`config.mk`:
```
export PLATFORM = sky130hd
export DESIGN_NAME = etmd_front
export DESIGN_NICKNAME = d
export VERILOG_FILES = /design/src/sv/assert_macros.svh /design/src/sv/etmd_pkg.sv /design/src/sv/etmd_front.sv
export SDC_FILE = /design/constraint.sdc
export NUM_CORES = 1
export LEC_CHECK = 0
export BUFFER_PORTS_ARGS = -buffer_cell sky130_fd_sc_hd__buf_2
export CORE_MARGIN = 8
export CORE_UTILIZATION = 45
export DETAILED_ROUTE_END_ITERATION = 10
export PLACE_DENSITY = 0.92
export SKIP_CTS_REPAIR_TIMING = 1
export SYNTH_ARGS = -nofsm -noshare
export SYNTH_HDL_FRONTEND = slang
export SYNTH_SLANG_ARGS = --single-unit
export TNS_END_PERCENT = 20
```
`constraint.sdc`:
```
create_clock -name aclk -period 9.3 [get_ports aclk]
set_input_delay 0.465 -clock aclk [delete_from_list [all_inputs] [get_ports aclk]]
set_output_delay 0.465 -clock aclk [all_outputs]
set_load 0.01 [all_outputs]
```
`src/sv/assert_macros.svh`:
```
// ============================================================================
// Assertion macros
// Shared clocked assertion forms for the event table dispatch RTL.
// ============================================================================
`ifndef ASSERT_MACROS_SVH
`define ASSERT_MACROS_SVH

// Property must hold at every clock edge outside reset.
`define ETMD_ASSERT(label, clk, rstn, prop, msg) \
    label: assert property (@(posedge clk) disable iff (!rstn) prop) \
        else $error(msg);

// Condition must never be true at a clock edge outside reset.
`define ETMD_NEVER(label, clk, rstn, cond, msg) \
    label: assert property (@(posedge clk) disable iff (!rstn) !(cond)) \
        else $error(msg);

`endif

```
`src/sv/etmd_pkg.sv`:
```
// ============================================================================
// etmd_pkg
// Types, codes and constants of the event table match/dispatch block.
// ============================================================================
`default_nettype none

package etmd_pkg;

    localparam int DEF_TABLE_DEPTH = 64;
    localparam int DEF_FRAME_SIZE  = 25;

    // big-endian tag index and event id positions inside a frame
    localparam int INDEX_POS  = 4;
    localparam int EVENT_POS  = 8;
    localparam int WORD_BYTES = 4;

    localparam int QUEUE_DEPTH = 4;
    localparam int QPTR_W      = $clog2(QUEUE_DEPTH);
    localparam int QCNT_W      = $clog2(QUEUE_DEPTH + 1);

    localparam int S_TDATA_W = 112;
    localparam int M_TDATA_W = 104;
    localparam int M_PAD_W   = M_TDATA_W - 97;

    localparam logic [1:0] CMD_ADD  = 2'd0;
    localparam logic [1:0] CMD_DEL  = 2'd1;
    localparam logic [1:0] CMD_BYTE = 2'd2;

    localparam logic [2:0] ST_OK       = 3'd0;
    localparam logic [2:0] ST_FULL     = 3'd1;
    localparam logic [2:0] ST_NOTFOUND = 3'd2;
    localparam logic [2:0] ST_PARTIAL  = 3'd3;
    localparam logic [2:0] ST_UNKNOWN  = 3'd4;

    typedef enum logic [2:0] {
        OP_ADD,
        OP_DEL,
        OP_MATCH,
        OP_PARTIAL,
        OP_NOP
    } op_kind_t;

    // decoded request handed from front to back
    typedef struct packed {
        op_kind_t    kind;
        logic [31:0] tag;
        logic [31:0] evt;
        logic [31:0] handle;
        logic        has_handler;
    } op_t;

    typedef struct packed {
        logic [31:0] tag;
        logic [31:0] evt;
        logic [31:0] handle;
        logic        has_handler;
    } entry_t;

    typedef struct packed {
        logic [2:0]  status;
        logic [31:0] index;
        logic [31:0] evt;
        logic [31:0] handle;
        logic        call;
    } result_t;

endpackage

`default_nettype wire

```
`src/sv/etmd_front.sv`:
```
// ============================================================================
// etmd_front
// Accepts requests, assembles message frames and emits decoded operations.
// ============================================================================
`default_nettype none

module etmd_front #(
    parameter int FRAME_SIZE = etmd_pkg::DEF_FRAME_SIZE
) (
    input  wire logic                           aclk,
    input  wire logic                           aresetn,
    input  wire logic                           s_tvalid,
    output logic                                s_tready,
    input  wire logic [etmd_pkg::S_TDATA_W-1:0] s_tdata,
    input  wire logic [1:0]                     s_tuser,
    input  wire logic                           q_full,
    output logic                                q_push,
    output etmd_pkg::op_t                       q_op
);
    import etmd_pkg::*;

    localparam int BW = $clog2(FRAME_SIZE);

    logic [BW-1:0] bytes_held_reg;
    logic [BW-1:0] bytes_held_next;
    logic [63:0]   word_reg;
    logic [63:0]   word_next;
    logic          frame_last;
    logic          capture;
    logic          is_byte;
    logic [7:0]    rx_byte;

    assign s_tready   = !q_full;
    assign q_push     = s_tvalid && !q_full;
    assign rx_byte    = s_tdata[104:97];
    assign is_byte    = q_push && (s_tuser == CMD_BYTE);
    assign frame_last = (bytes_held_reg == BW'(FRAME_SIZE - 1));
    assign capture    = (bytes_held_reg >= BW'(INDEX_POS)) &&
                        (bytes_held_reg < BW'(EVENT_POS + WORD_BYTES));

    always_comb begin
        q_op.kind        = OP_NOP;
        q_op.tag         = s_tdata[31:0];
        q_op.evt         = s_tdata[63:32];
        q_op.handle      = s_tdata[95:64];
        q_op.has_handler = s_tdata[96];
        unique case (s_tuser)
            CMD_ADD: begin
                q_op.kind = OP_ADD;
            end
            CMD_DEL: begin
                q_op.kind = OP_DEL;
            end
            CMD_BYTE: begin
                // index and event words are complete long before the last byte
                q_op.kind = frame_last ? OP_MATCH : OP_PARTIAL;
                q_op.tag  = word_reg[63:32];
                q_op.evt  = word_reg[31:0];
            end
            default: begin
                q_op.kind = OP_NOP;
            end
        endcase
    end

    always_comb begin
        bytes_held_next = bytes_held_reg;
        word_next       = word_reg;
        if (is_byte) begin
            bytes_held_next = frame_last ? '0 : bytes_held_reg + BW'(1);
            if (capture) begin
                word_next = {word_reg[55:0], rx_byte};
            end
        end
    end

    always_ff @(posedge aclk) begin
        if (!aresetn) begin
            bytes_held_reg <= '0;
        end else begin
            bytes_held_reg <= bytes_held_next;
        end
    end

    always_ff @(posedge aclk) begin
        word_reg <= word_next;
    end

endmodule

`default_nettype wire

```
==> results <==
- The run finished with clean final reports.
- The later-pin clock latency in the skew report is 330 ps.
- The static leakage power is 1.62 nW.
- The standard cell area after detailed placement is 3850 µm².
- Yosys printed 0 warnings.
- The number of DRC markers in iteration 0 is 50.
- 220 I/O pins were placed.
- The number of antenna diodes in the final layout is 0.
- The core footprint is 7140 µm².
- Counting every net in the synthesized netlist gives 326.
- The number of pins with negative max-slew slack in the final report is 0.
- Dividing the detail-routed wire length by the instance count gives 16.8 µm.
- The post-placement worst setup slack is 6910 ps.
- The worst voltage drop across the vdd grid is 0.0869 mV.
- The area added between synthesis and finish is 23.0%.
- In this run, distinct cell masters in the synthesized netlist total 25.
- The worst path meets setup with 6920 ps of slack.
- The minimum clock period after layout is 2380 ps.
- The floorplan step set the die height to 101 µm.
- The share of the core filled with cells is 56.5%.
- The floorplan step defined a die boundary enclosing 10300 µm².
- Once detail routing completed, the nets flagged for antenna violations numbered 0.
- The routed layout has 2057 vias.
- The TritonCTS clock tree is done.
- Adding up every negative setup slack in the final design gives 0 ps.
- The final hold slack is 312 ps.
- Leaving out fill and tap cells, the most frequent cells in the layout are sky130_fd_sc_hd__buf_2, sky130_fd_sc_hd__mux2_2, sky130_fd_sc_hd__edfxtp_1.
- The instance count of the mapped netlist is 206.
- The flip-flop count of the largest register after layout is 64.
- The peak clock frequency supported by timing is 0.421 GHz.
- Power spread over the standard cell area amounts to 157 nW/µm².
- The total routing resource utilization after global routing is 13.6%.
- The number of vias per cell after detailed routing is 4.81.
- The critical path endpoint category is an output pin.
- The total wirelength of the detailed-routed design is 7210 µm.
- Cells with a size suffix above 1 make up 70.2% of the layout.
- The final-stage net count is 444.
- The sequential fraction of the synthesis area is 61.7%.
- At the end of routability-driven placement, the weighted congestion stood at 0.813.
- The cell area after layout is 4030 µm².
- Summed over all layers, the global routing overflow is 0.
- The clock-pin transition on the worst setup and hold timing paths is 70 ps.
- The flop and latch count out of synthesis is 69.
- Data arrives at the worst endpoint at 1910 ps.
- The transition time at the pin with the least slew margin is 809 ps.
- Counting the buffers created by CTS gives 9.
- The wire length of the first global-routing pass is 10700 µm.
- The starting density of the core is 45.9%.
- The largest net degree at the start of global routing is 66.
- The clock passes through at most 2 buffers.
- The die is 101 µm wide.
- The clock net in this run drives a total of 69 sinks.
- The hold violation count in the final report is 0.
- STA classifies the critical path startpoint as an input pin.
- The most common cell after layout, fill and taps aside is sky130_fd_sc_hd__buf_2.
- Summed over all nets, the half-perimeter wirelength after detailed placement is 5470 µm.
- The mean post-synth cell area is 15.9 µm².
- The setup violation total in the final timing report is 0.
- The via count of the first global-routing pass is 2207.
- Setup repair after global routing left no endpoint under its margin.
- The H-tree level count is 3.
- The worst path required time is 8840 ps.
- The worst hold path class is in -> reg.
- The category of the most critical setup path is in -> out.
- The root buffer cell chosen for the clock tree is sky130_fd_sc_hd__clkbuf_8.
- The final routed DRC violation total is 0.
- Across the run, the number of max-cap violations was 0.
- In this run the tightest slew margin relative to its limit is 46.1%.
- The initial antenna violation count was 0.
- Dividing the final minimum period by the clock period gives 25.5%.
- The combined area of all synthesized cells is 3280 µm².
- Along the worst path, the maximum fanout reaches 65.
- The floorplan row count is 31.
- The clock tree skew after final layout is 7.54 ps.
- The number of port buffers is 146.
- Before antenna repair, the detailed router went through 4 iterations.
[worst paths after layout]
path / start / end / slack, ps / cells past startpoint
worst max-delay path: s_tuser[1] / q_op[83] / 6920 / 5
worst max register to register: bytes_held_reg[2] / word_reg[35] / 7590 / 3
worst min register to register: word_reg[37] / word_reg[45] / 440 / 0
worst min-delay path: s_tdata[98] / word_reg[1] / 310 / 1
[kinds of logic after synthesis]
kind of cell / after synthesis / synth area share, %
DFF: 69 / 61.7
muxes: 66 / 22.6
buffers and inverters: 46 / 9.93
and+or+nand+nor: 16 / 3.21
AOI/OAI and AO/OA: 6 / 1.49
adders and majority gates: 2 / 0.764
xor gates and xnor gates: 1 / 0.267
[area by class of cell]
type	instances	area [µm²]
sequential	69	2020
tap	99	124
clock inverter	6	53.8
clock buffer	10	128
fill	588	3110
multi-input combinational	91	940
timing repair buffer	148	746
inverter	5	18.8
[per-stage QoR]
step	total power, mW	instances
2_1_floorplan	0.397	206
3_3_place_gp	0.416	412
3_5_place_dp	0.418	412
4_1_cts	0.643	428
5_1_grt	0.662	428
6_report	0.634	428
[per-layer routing]
metal,part of all wire (%),track usage [%],vias up
met4,1.6,6.53,0
met3,15,7.77,11
li1,-,-,966
met5,0,0,-
met1,40,14.8,938
met2,44,20.8,142
[power breakdown]
part	leakage [nW]	total (mW)	switching, mW	internal (mW)
clock	0.0972	0.224	0.103	0.121
combinational	0.905	0.0758	0.0331	0.0427
sequential	0.615	0.335	0.000193	0.334
[synth_stat cells]
cell type | n | area, µm²
sky130_fd_sc_hd__o221a_2 | 1 | 11.3
sky130_fd_sc_hd__ha_1 | 2 | 25.0
sky130_fd_sc_hd__nand4bb_1 | 1 | 11.3
sky130_fd_sc_hd__nand2_1 | 2 | 7.51
sky130_fd_sc_hd__buf_2 | 2 | 10.0
sky130_fd_sc_hd__edfxtp_1 | 64 | 1920
sky130_fd_sc_hd__a21boi_1 | 1 | 7.51
sky130_fd_sc_hd__dfxtp_1 | 5 | 100
sky130_fd_sc_hd__nor2b_1 | 4 | 25.0
sky130_fd_sc_hd__o311a_1 | 2 | 20.0
sky130_fd_sc_hd__nor2_1 | 1 | 3.75
sky130_fd_sc_hd__nor3b_1 | 1 | 7.51
sky130_fd_sc_hd__buf_6 | 1 | 11.3
sky130_fd_sc_hd__and2_1 | 1 | 6.26
sky130_fd_sc_hd__nand3_1 | 2 | 10.0
sky130_fd_sc_hd__mux2_2 | 65 | 732
sky130_fd_sc_hd__or3_1 | 1 | 6.26
sky130_fd_sc_hd__buf_4 | 38 | 285
sky130_fd_sc_hd__nor3_1 | 1 | 5.00
sky130_fd_sc_hd__nor2b_2 | 1 | 8.76
sky130_fd_sc_hd__inv_1 | 5 | 18.8
sky130_fd_sc_hd__xnor2_1 | 1 | 8.76
sky130_fd_sc_hd__and4b_4 | 1 | 13.8
sky130_fd_sc_hd__o21ai_0 | 2 | 10.0
sky130_fd_sc_hd__mux2i_1 | 1 | 10.0
[critical path, cell delays in order]
cell	delay, ps
sky130_fd_sc_hd__buf_2	110
sky130_fd_sc_hd__nor2b_4	130
sky130_fd_sc_hd__buf_4	610
sky130_fd_sc_hd__mux2_2	420
sky130_fd_sc_hd__buf_2	140
Note: power is estimated with default switching activity, not from simulation.
