## config.mk

```make
export PLATFORM = sky130hd
export DESIGN_NAME = etmd_queue
export DESIGN_NICKNAME = d
export VERILOG_FILES = /design/src/sv/etmd_pkg.sv /design/src/sv/etmd_queue.sv
export VERILOG_INCLUDE_DIRS = /design/src /design/src/sv
export SDC_FILE = /design/constraint.sdc
export NUM_CORES = 1
export LEC_CHECK = 0
export BUFFER_PORTS_ARGS = -buffer_cell sky130_fd_sc_hd__buf_2
export CORE_MARGIN = 5
export CORE_UTILIZATION = 55
export DETAILED_ROUTE_END_ITERATION = 7
export GPL_TIMING_DRIVEN = 0
export PLACE_DENSITY = 0.88
export SLEW_MARGIN = 20
export SYNTH_ARGS = -nofsm -noshare
export SYNTH_HDL_FRONTEND = slang
export SYNTH_SLANG_ARGS = --single-unit
```

## constraint.sdc

```tcl
create_clock -name aclk -period 7.3 [get_ports aclk]
set_clock_uncertainty 0.2 [all_clocks]
set_input_delay 0.73 -clock aclk [delete_from_list [all_inputs] [get_ports aclk]]
set_output_delay 0.73 -clock aclk [all_outputs]
set_load 0.02 [all_outputs]
```

## src/sv/assert_macros.svh

```systemverilog
// ============================================================================
// Assertion macros
// Shared clocked assertion forms for the event table dispatch RTL.
// ============================================================================
`ifndef ASSERT_MACROS_SVH
`define ASSERT_MACROS_SVH

// Property must hold at every clock edge outside reset.
`define ETMD_ASSERT(label, clk, rstn, prop, msg) \
    label: assert property (@(posedge clk) disable iff (!rstn) prop) \
        else $error(msg);

// Condition must never be true at a clock edge outside reset.
`define ETMD_NEVER(label, clk, rstn, cond, msg) \
    label: assert property (@(posedge clk) disable iff (!rstn) !(cond)) \
        else $error(msg);

`endif

```

## src/sv/etmd_pkg.sv

```systemverilog
// ============================================================================
// etmd_pkg
// Types, codes and constants of the event table match/dispatch block.
// ============================================================================
`default_nettype none

package etmd_pkg;

    localparam int DEF_TABLE_DEPTH = 64;
    localparam int DEF_FRAME_SIZE  = 25;

    // big-endian tag index and event id positions inside a frame
    localparam int INDEX_POS  = 4;
    localparam int EVENT_POS  = 8;
    localparam int WORD_BYTES = 4;

    localparam int QUEUE_DEPTH = 4;
    localparam int QPTR_W      = $clog2(QUEUE_DEPTH);
    localparam int QCNT_W      = $clog2(QUEUE_DEPTH + 1);

    localparam int S_TDATA_W = 112;
    localparam int M_TDATA_W = 104;
    localparam int M_PAD_W   = M_TDATA_W - 97;

    localparam logic [1:0] CMD_ADD  = 2'd0;
    localparam logic [1:0] CMD_DEL  = 2'd1;
    localparam logic [1:0] CMD_BYTE = 2'd2;

    localparam logic [2:0] ST_OK       = 3'd0;
    localparam logic [2:0] ST_FULL     = 3'd1;
    localparam logic [2:0] ST_NOTFOUND = 3'd2;
    localparam logic [2:0] ST_PARTIAL  = 3'd3;
    localparam logic [2:0] ST_UNKNOWN  = 3'd4;

    typedef enum logic [2:0] {
        OP_ADD,
        OP_DEL,
        OP_MATCH,
        OP_PARTIAL,
        OP_NOP
    } op_kind_t;

    // decoded request handed from front to back
    typedef struct packed {
        op_kind_t    kind;
        logic [31:0] tag;
        logic [31:0] evt;
        logic [31:0] handle;
        logic        has_handler;
    } op_t;

    typedef struct packed {
        logic [31:0] tag;
        logic [31:0] evt;
        logic [31:0] handle;
        logic        has_handler;
    } entry_t;

    typedef struct packed {
        logic [2:0]  status;
        logic [31:0] index;
        logic [31:0] evt;
        logic [31:0] handle;
        logic        call;
    } result_t;

endpackage

`default_nettype wire

```

## src/sv/etmd_queue.sv

```systemverilog
// ============================================================================
// etmd_queue
// Short FIFO of decoded operations between front and back.
// ============================================================================
`default_nettype none
`include "assert_macros.svh"

module etmd_queue (
    input  wire logic          aclk,
    input  wire logic          aresetn,
    input  wire logic          push,
    input  wire etmd_pkg::op_t push_op,
    output logic               full,
    input  wire logic          pop,
    output logic               valid,
    output etmd_pkg::op_t      pop_op
);
    import etmd_pkg::*;

    op_t               slot_reg [QUEUE_DEPTH];
    logic [QPTR_W-1:0] wr_ptr_reg;
    logic [QPTR_W-1:0] rd_ptr_reg;
    logic [QCNT_W-1:0] cnt_reg;
    logic              do_pop;

    assign full   = (cnt_reg == QCNT_W'(QUEUE_DEPTH));
    assign valid  = (cnt_reg != '0);
    assign do_pop = pop && valid;
    assign pop_op = slot_reg[rd_ptr_reg];

    always_ff @(posedge aclk) begin
        if (!aresetn) begin
            wr_ptr_reg <= '0;
            rd_ptr_reg <= '0;
            cnt_reg    <= '0;
        end else begin
            if (push) begin
                wr_ptr_reg <= wr_ptr_reg + QPTR_W'(1);
            end
            if (do_pop) begin
                rd_ptr_reg <= rd_ptr_reg + QPTR_W'(1);
            end
            if (push && !do_pop) begin
                cnt_reg <= cnt_reg + QCNT_W'(1);
            end else if (!push && do_pop) begin
                cnt_reg <= cnt_reg - QCNT_W'(1);
            end
        end
    end

    always_ff @(posedge aclk) begin
        if (push) begin
            slot_reg[wr_ptr_reg] <= push_op;
        end
    end

    `ETMD_NEVER(a_q_overflow, aclk, aresetn, push && full, "queue push while full")

endmodule

`default_nettype wire

```

==> impl_metrics.json, run 1 <==
{
  "nets": 930,
  "core-area_sq_mm": 0.0269,
  "ys_seq_area_share_pct": 81.3,
  "peakVddDrop_mv": 0.238,
  "antenna_found_initial": 5,
  "syn2layout_area_growth_pct": 19.5,
  "reg2reg_from": "cnt_reg[1]",
  "cts_tree": "built",
  "cts_root_buf": "clkbuf_16",
  "path_class": "reg -> out",
  "r2r_end": "cnt_reg[2]",
  "die_h_microns": 175,
  "grt_pass1_vias": 7504,
  "postPlaceCellArea_sq_mm": 0.0167,
  "cts_buffers": 40,
  "hp-class": "in -> reg",
  "crit_arrival_ps": 2380,
  "worst-r2r-cell-count": 7,
  "max_freq_ghz": 0.302,
  "grt_usage_pct": 18.4,
  "min_period_over_period_pct": 45.3,
  "clkSinkCount": 409,
  "pin_count": 206,
  "wirelength_microns": 27800,
  "max_slew_margin_pct": 52.4,
  "drc": 0,
  "syn_nets": 675,
  "via_per_inst": 5.66,
  "design_area_sq_mm": 0.0179,
  "clk_pin_slew_ps": 60,
  "postSynthAreaPerCell_sq_um": 26.5,
  "cts_hold_buf": 0,
  "ys_warn_count": 0,
  "cts.htree.levels": 2,
  "dp_hpwl_microns": 17500,
  "place_congestion": 0.751,
  "grt_overflow": 0,
  "drt-pass1-iter-count": 6,
  "synth_seq_cells": 409,
  "status": "complete, no violations",
  "wl_per_cell_microns": 23.3,
  "synth_top_area_share_pct": 80.1,
  "place.port_buffers": 205,
  "final_layout_size_suffix_gt1_share_pct": 46.2,
  "regToRegSetupSlack_ps": 4860,
  "row_count": 60,
  "cp.required_ps": 6370,
  "fin_setup_tns_ps": 0,
  "post_cts_buffers": 0,
  "cts_buffer_depth": 3,
  "dieArea_sq_mm": 0.0307,
  "endpoint": "pop_op[41]",
  "critPathLaunchType": "register",
  "synth_area_leaders": "edfxtp_1 (80%), mux4_2 (15%), buf_12 (1.3%)",
  "p_per_area_mw_per_mm2": 347,
  "finalSetupViolations": 0,
  "cp_max_fo": 10,
  "antenna_left": 0,
  "maxCapViolations": 0,
  "wl_met2_microns": 14600,
  "utilization_pct": 66.7,
  "syn_area_sq_mm": 0.0150,
  "yosysTopAreaCell": "edfxtp_1",
  "grt_max_degree": 48,
  "yosysUniqueCellTypes": 21,
  "worst_pin_slew_ps": 714,
  "hold_slack_ps": 235,
  "syn_inst": 565,
  "drt_iter0_markers": 502,
  "clk_latency_ps": 510,
  "min_period_ps": 3310,
  "largest_reg_flops": 400,
  "leakage_nw": 6.05,
  "start_util_pct": 55.8,
  "die_width_microns": 175,
  "drv_slew": 0,
  "hold_viol": 0,
  "topRoutingLayerUsed": "met5",
  "crit_path_end_kind": "primary output",
  "dr_wl_met3_microns": 2030,
  "via_count": 6744,
  "post_cts_resized": 0,
  "grt_pass1_wl_microns": 43100,
  "grt_setup_unrepaired": "no",
  "fin_total_pwr_mw": 6.21,
  "met1Wirelength_microns": 10500
}
[critical path: stages (launching register included)]
cell,delay [ps]
dfxtp_1,310
buf_1,550
buf_2,420
mux4_2,400
buf_2,190
[synth_stat cells]
| library cell | instances |
|---|---|
| or3_1 | 2 |
| xnor2_1 | 3 |
| nor3b_1 | 1 |
| buf_2 | 10 |
| mux4_2 | 100 |
| and2_1 | 9 |
| ha_1 | 5 |
| mux2i_1 | 2 |
| nor2b_1 | 2 |
| xor2_1 | 2 |
| inv_1 | 3 |
| buf_12 | 10 |
| o311ai_1 | 1 |
| dfxtp_1 | 9 |
| buf_1 | 1 |
| buf_6 | 1 |
| fa_1 | 1 |
| o21ai_0 | 1 |
| edfxtp_1 | 400 |
| a21boi_0 | 1 |
| o31ai_2 | 1 |
[cells in the final DEF, fill, tap and decap left out, types with 2 or more instances in the layout]
cell type,count
edfxtp_1,400
buf_2,215
mux4_2,100
clkbuf_16,41
clkbuf_1,15
buf_12,10
dfxtp_1,9
buf_16,8
clkinv_2,6
and2_1,5
ha_1,5
and2_4,4
diode_2,3
inv_1,3
xnor2_1,3
bufinv_16,3
or3_1,2
xor2_1,2
mux2i_1,2
nor2b_1,2
clkinv_1,2
clkinvlp_4,2
[layout make-up]
type,instances,area [sq um]
clock buffers,56,1080
flip-flops and latches,409,12200
plain buffers,22,265
well taps,341,427
clock inverters,14,151
fillers,1698,8960
repair buffers,213,1250
inverters,3,11.3
diodes,3,7.51
multi-input cells,131,2530
[per-layer routing]
metal	track usage (%)	vias to the layer above
met2	32.4	250
met3	4.74	51
met5	0	-
met1	23.2	3488
met4	4.42	6
li1	-	2949
[how the worst min path moves through the flow]
stage | to | start | slack, ps | cells after the start
6_report | slot_reg[0][81] | push_op[81] | 240 | 1
5_1_grt | slot_reg[0][81] | push_op[81] | 210 | 1
4_1_cts | slot_reg[3][76] | push_op[76] | 210 | 1
3_5_place_dp | cnt_reg[2] | cnt_reg[2] | 360 | 2
3_3_place_gp | cnt_reg[2] | cnt_reg[2] | 330 | 2
2_1_floorplan | cnt_reg[2] | cnt_reg[2] | 300 | 2
[stage by stage]
step	cells	setup slack, ps
4_1_cts	1189	3850
3_3_place_gp	1111	1690
2_1_floorplan	565	3590
3_5_place_dp	1119	4450
6_report	1192	3990
5_1_grt	1190	3780
[cell families after synthesis]
kind of cell,count (synthesis),share of synthesized area (%)
buffers and inverters,25,1.84
DFF,409,81.3
AOI/OAI and AO/OA,4,0.225
xor gates and xnor gates,5,0.292
muxes,102,15.2
and+or+nand+nor,14,0.593
adders and majority gates,6,0.551
[report_power, final]
group          switching, mW  leakage (nW)  total [mW]  internal [mW]
logic                  0.831          1.71        1.54          0.710
clock network          0.786         0.596        1.93           1.14
registers             0.0401          3.75        2.75           2.71
Power figures use the tool's default switching activity.
==> run 2: changes to the inputs <==
CORE_UTILIZATION = 51   (was 55)
PLACE_DENSITY = 0.86   (was 0.88)
clock period = 2.7 ns   (was 7.3 ns; I/O delays follow)
==> impl_metrics.json, run 2 (same netlist as run 1, synthesis figures left out) <==
{
  "dieArea_sq_mm": 0.0329,
  "path_class": "reg -> out",
  "drt_iter0_markers": 520,
  "syn2layout_area_growth_pct": 26.4,
  "min_period_ps": 2490,
  "nets": 1031,
  "p_per_area_mw_per_mm2": 893,
  "grt_max_degree": 48,
  "fin_setup_tns_ps": 0,
  "max_slew_margin_pct": 74.6,
  "critPathLaunchType": "register",
  "largest_reg_flops": 400,
  "crit_path_top_delay_cell": "mux4_2",
  "p_clk_share_pct": 30.5,
  "grt_overflow": 0,
  "cp.required_ps": 2230,
  "hold_start": "pop",
  "leakage_nw": 6.46,
  "maxCapViolations": 0,
  "hp-class": "in -> reg",
  "pin_count": 206,
  "layout_commonest_cell": "edfxtp_1",
  "min_period_over_period_pct": 92.3,
  "worst_slack_ps": 207,
  "postPlaceCellArea_sq_mm": 0.0167,
  "clk_pin_slew_ps": 60,
  "die_h_microns": 181,
  "antenna_found_initial": 3,
  "comb_power_share_pct": 25.5,
  "drc": 0,
  "crit_path_end_kind": "primary output",
  "multi_input_area_sq_mm": 0.00253,
  "via_per_inst": 5.45,
  "antenna_left": 0,
  "cts_tree": "built",
  "die_width_microns": 181,
  "via_count": 7226,
  "place_congestion": 0.707,
  "min_path_cells": 4,
  "seqCellArea_sq_mm": 0.0122,
  "drt-pass1-iter-count": 5,
  "wl_per_cell_microns": 22.9,
  "switching_power_mw": 4.54,
  "grt_setup_unrepaired": "no",
  "p_int_mw": 12.4,
  "seq_power_share_pct": 44.0,
  "status": "complete, no violations",
  "start_util_pct": 51.9,
  "r2r_end": "cnt_reg[2]",
  "grt_pass1_wl_microns": 46700,
  "critPathMaxStageDelay_ps": 540,
  "hold_slack_ps": 21.0,
  "worst-r2r-cell-count": 7,
  "cts_root_buf": "clkbuf_16",
  "drv_slew": 0,
  "place.port_buffers": 205,
  "p_sw_share_pct": 26.9,
  "grt_usage_pct": 18.5,
  "max_freq_ghz": 0.401,
  "regToRegSetupSlack_ps": 260,
  "cts_buffers": 40,
  "cts_buffer_depth": 3,
  "path_cells": "buf_6 -> buf_12 -> mux4_2 -> buf_2",
  "cp_max_fo": 10,
  "hold_viol": 0,
  "clk_latency_ps": 510,
  "final_layout_size_suffix_gt1_share_pct": 41.1,
  "peakVddDrop_mv": 0.579,
  "grt_pass1_vias": 8046,
  "cts.htree.levels": 2,
  "finalSetupViolations": 0,
  "crit_arrival_ps": 2020,
  "design_area_sq_mm": 0.0189,
  "reg2reg_from": "cnt_reg[0]",
  "fillers": 1836,
  "clkSinkCount": 409,
  "dp_hpwl_microns": 18200,
  "wirelength_microns": 30400,
  "pre_cts_slack_ps": 271,
  "worst_pin_slew_ps": 381,
  "core-area_sq_mm": 0.0289,
  "final_cell_mix": "edfxtp_1 (400), buf_2 (215), dlygate4sd3_1 (102), mux4_2 (100), clkbuf_16 (41)",
  "row_count": 62
}
## run 2: area by class of cell
cell class              count  share of cell area (%)
diodes                      1                  0.0132
plain buffers              21                    1.38
clock buffers              50                    5.60
clock inverters            13                   0.707
inverters                   3                  0.0595
multi-input cells         131                    13.4
flip-flops and latches    409                    64.4
well taps                 384                    2.54
repair buffers            315                    12.0
## run 2: metrics by stage
stage / total power [mW] / instances / util [%]
2_1_floorplan: 10.5 / 565 / -
3_3_place_gp: 11.7 / 1154 / 57.2
3_5_place_dp: 11.8 / 1162 / 58.0
4_1_cts: 17.1 / 1326 / 65.6
5_1_grt: 17.6 / 1327 / 65.6
6_report: 16.9 / 1327 / 65.6
## run 2: layer usage
| layer | up-vias | global-route usage, % | share of wire (%) |
|---|---|---|---|
| met4 | 4 | 4.38 | 2.0 |
| met5 | - | 0 | 0.063 |
| met1 | 3732 | 23.6 | 38 |
| li1 | 3157 | - | - |
| met3 | 52 | 3.74 | 6.5 |
| met2 | 281 | 33.0 | 54 |
## run 2: worst max path at each step
stage             startpoint              end  cells past startpoint
3_5_place_dp      cnt_reg[1]       cnt_reg[2]                      7
4_1_cts             register       pop_op[36]                      4
2_1_floorplan  wr_ptr_reg[0]   slot_reg[2][0]                      3
5_1_grt             register       pop_op[67]                      4
3_3_place_gp   wr_ptr_reg[0]  slot_reg[2][64]                      3
6_report            register       pop_op[36]                      4
## run 2: critical path: cells and delay by family, from the launching register on
family	cells	cell delay, ps
buffers and inverters	3	640
muxes	1	540
DFF	1	320
## run 2: power by group through the flow
| stage | Sequential (mW) | Combinational [mW] | Clock, mW |
|---|---|---|---|
| final | 7.44 | 4.31 | 5.16 |
| after global routing | 7.46 | 4.60 | 5.55 |
| after CTS | 7.44 | 4.40 | 5.25 |
| after detailed placement | 7.55 | 4.27 | 0 |
| after global placement | 7.55 | 4.15 | 0 |
| after floorplan | 7.53 | 2.99 | 0 |
## run 2: repair_timing
action,CTS,global route
hold buffers,102,0
setup buffers,0,0
setup endpoints to repair,100,0
resized for setup,1,0
hold endpoints to repair,409,0
==> run 3: changes to the inputs <==
CELL_PAD_IN_SITES_DETAIL_PLACEMENT = 2   (was not set)
CELL_PAD_IN_SITES_GLOBAL_PLACEMENT = 2   (was not set)
CORE_UTILIZATION = 41   (was 51)
PLACE_DENSITY = 0.87   (was 0.86)
==> impl_metrics.json, run 3 (same netlist as run 1, synthesis figures left out) <==
{
  "cp_top_family": "buffers and inverters",
  "grt_pass1_vias": 8637,
  "dp_hpwl_microns": 23200,
  "p_per_area_mw_per_mm2": 905,
  "clkSinkCount": 409,
  "worst_hold_path.endpoint": "slot_reg[3][47]",
  "worst_pin_slew_ps": 599,
  "drv_slew": 0,
  "grt_overflow": 0,
  "cts_buffer_depth": 3,
  "syn2layout_area_growth_pct": 27.7,
  "dieArea_sq_mm": 0.0405,
  "peakVddDrop_mv": 0.582,
  "status": "complete, no violations",
  "min_period_ps": 2550,
  "min_period_over_period_pct": 94.4,
  "hold_viol": 0,
  "critPathMaxStageDelay_ps": 540,
  "final_cell_mix": "edfxtp_1 (400), buf_2 (215), dlygate4sd3_1 (104), mux4_2 (100), clkbuf_16 (45)",
  "grt_usage_pct": 18.4,
  "via_per_inst": 5.11,
  "grt_pass1_wl_microns": 56300,
  "cts.htree.levels": 2,
  "finalSetupViolations": 0,
  "wl_per_cell_microns": 26.1,
  "clk_pin_slew_ps": 60,
  "antenna_left": 0,
  "layout_commonest_cell": "edfxtp_1",
  "worst-r2r-cell-count": 7,
  "nets": 1036,
  "wirelength_microns": 37200,
  "grt_setup_unrepaired": "no",
  "core-area_sq_mm": 0.0363,
  "hold_slack_ps": 278,
  "die_h_microns": 201,
  "cp.required_ps": 2230,
  "max_slew_margin_pct": 60.1,
  "drt_iter0_markers": 349,
  "crit_arrival_ps": 2080,
  "largest_reg_flops": 400,
  "start_util_pct": 41.2,
  "utilization_pct": 52.7,
  "via_count": 7275,
  "maxCapViolations": 0,
  "place.port_buffers": 205,
  "regToRegSetupSlack_ps": 340,
  "crit_path_top_delay_cell": "mux4_2",
  "final_layout_size_suffix_gt1_share_pct": 41.6,
  "cts_buffers": 43,
  "row_count": 70,
  "cts_tree": "built",
  "pin_count": 206,
  "drc": 0,
  "r2r_end": "cnt_reg[2]",
  "fillers": 3018,
  "leakage_nw": 6.52,
  "hold_start": "push_op[47]",
  "min_path_cells": 2,
  "grt_max_degree": 45,
  "crit_path_end_kind": "primary output",
  "reg2reg_from": "cnt_reg[1]",
  "die_width_microns": 201,
  "critPathLaunchType": "register",
  "worst-path-buf-inv": 3,
  "fin_total_pwr_mw": 17.3,
  "cts_root_buf": "clkbuf_16",
  "path_cells": "buf_6 -> buf_12 -> mux4_2 -> buf_2",
  "place_congestion": 0.673,
  "antenna_found_initial": 0,
  "hp-class": "in -> reg",
  "clk_latency_ps": 540,
  "cp_max_fo": 10,
  "max_freq_ghz": 0.392,
  "drt-pass1-iter-count": 4,
  "path_class": "reg -> out"
}
## run 3: changes by cell type in the layout (fill, tap and decap cells not counted), sizes merged
cell,change
clkinvlp,-1
bufinv,-3
clkbuf,+10
clkinv,+6
dlygate4sd3,+2
## run 3: worst register-to-register path, stage by stage (launching register included)
cell and delay (ps):
dfxtp_1 380, o31ai_2 330, ha_1 260, inv_1 70, fa_1 400, xor2_1 180
or3_1 300, a21boi_0 160
## run 3: area by class of cell
type	instances	area (sq um)	share of cell area (%)
buffer	21	262	1.37
antenna	1	2.50	0.0131
multi-input combinational	131	2530	13.2
clock inverter	15	67.6	0.353
sequential	409	12200	63.7
clock buffer	60	1220	6.39
timing repair buffer	317	2260	11.8
inverter	3	11.3	0.0588
tap	468	586	3.06
## run 3: power breakdown
part           switching, mW  internal [mW]  total, mW
sequential             0.137           7.32       7.46
clock                   2.31           3.14       5.45
combinational           2.40           2.02       4.42
total                   4.84           12.5       17.3
## run 3: worst max path at each step
| stage | end | slack, ps | cells after the start |
|---|---|---|---|
| floorplan | slot_reg[2][0] | 280 | 3 |
| global placement | slot_reg[0][56] | -800 | 3 |
| detailed placement | pop_op[78] | 310 | 4 |
| CTS | pop_op[5] | 90 | 4 |
| global route | pop_op[26] | 60 | 4 |
| finish | pop_op[86] | 150 | 4 |
## run 3: what timing repair did
| action | 4_1_cts | 5_1_grt |
|---|---|---|
| resized for setup | 1 | 0 |
| hold endpoints to repair | 409 | 0 |
| buffers inserted | 0 | 0 |
| endpoints found under the setup margin | 100 | 0 |
| hold buffers | 104 | 0 |
## run 3: stage by stage
| step | cells | instance area [sq um] | setup TNS [ps] | worst slack [ps] |
|---|---|---|---|---|
| global route | 1424 | 19100 | 0 | 55.9 |
| global placement | 1238 | 16600 | -310510 | -803 |
| CTS | 1424 | 19100 | 0 | 88.8 |
| detailed placement | 1246 | 16800 | 0 | 307 |
| finish | 1425 | 19100 | 0 | 151 |
| floorplan | 565 | 15000 | 0 | 284 |
## run 3: routing by layer
layer / part of all wire, % / track usage [%]
met1: 39 / 22.6
met2: 55 / 33.7
met3: 4.0 / 3.63
met4: 2.0 / 4.52
met5: 0 / 0
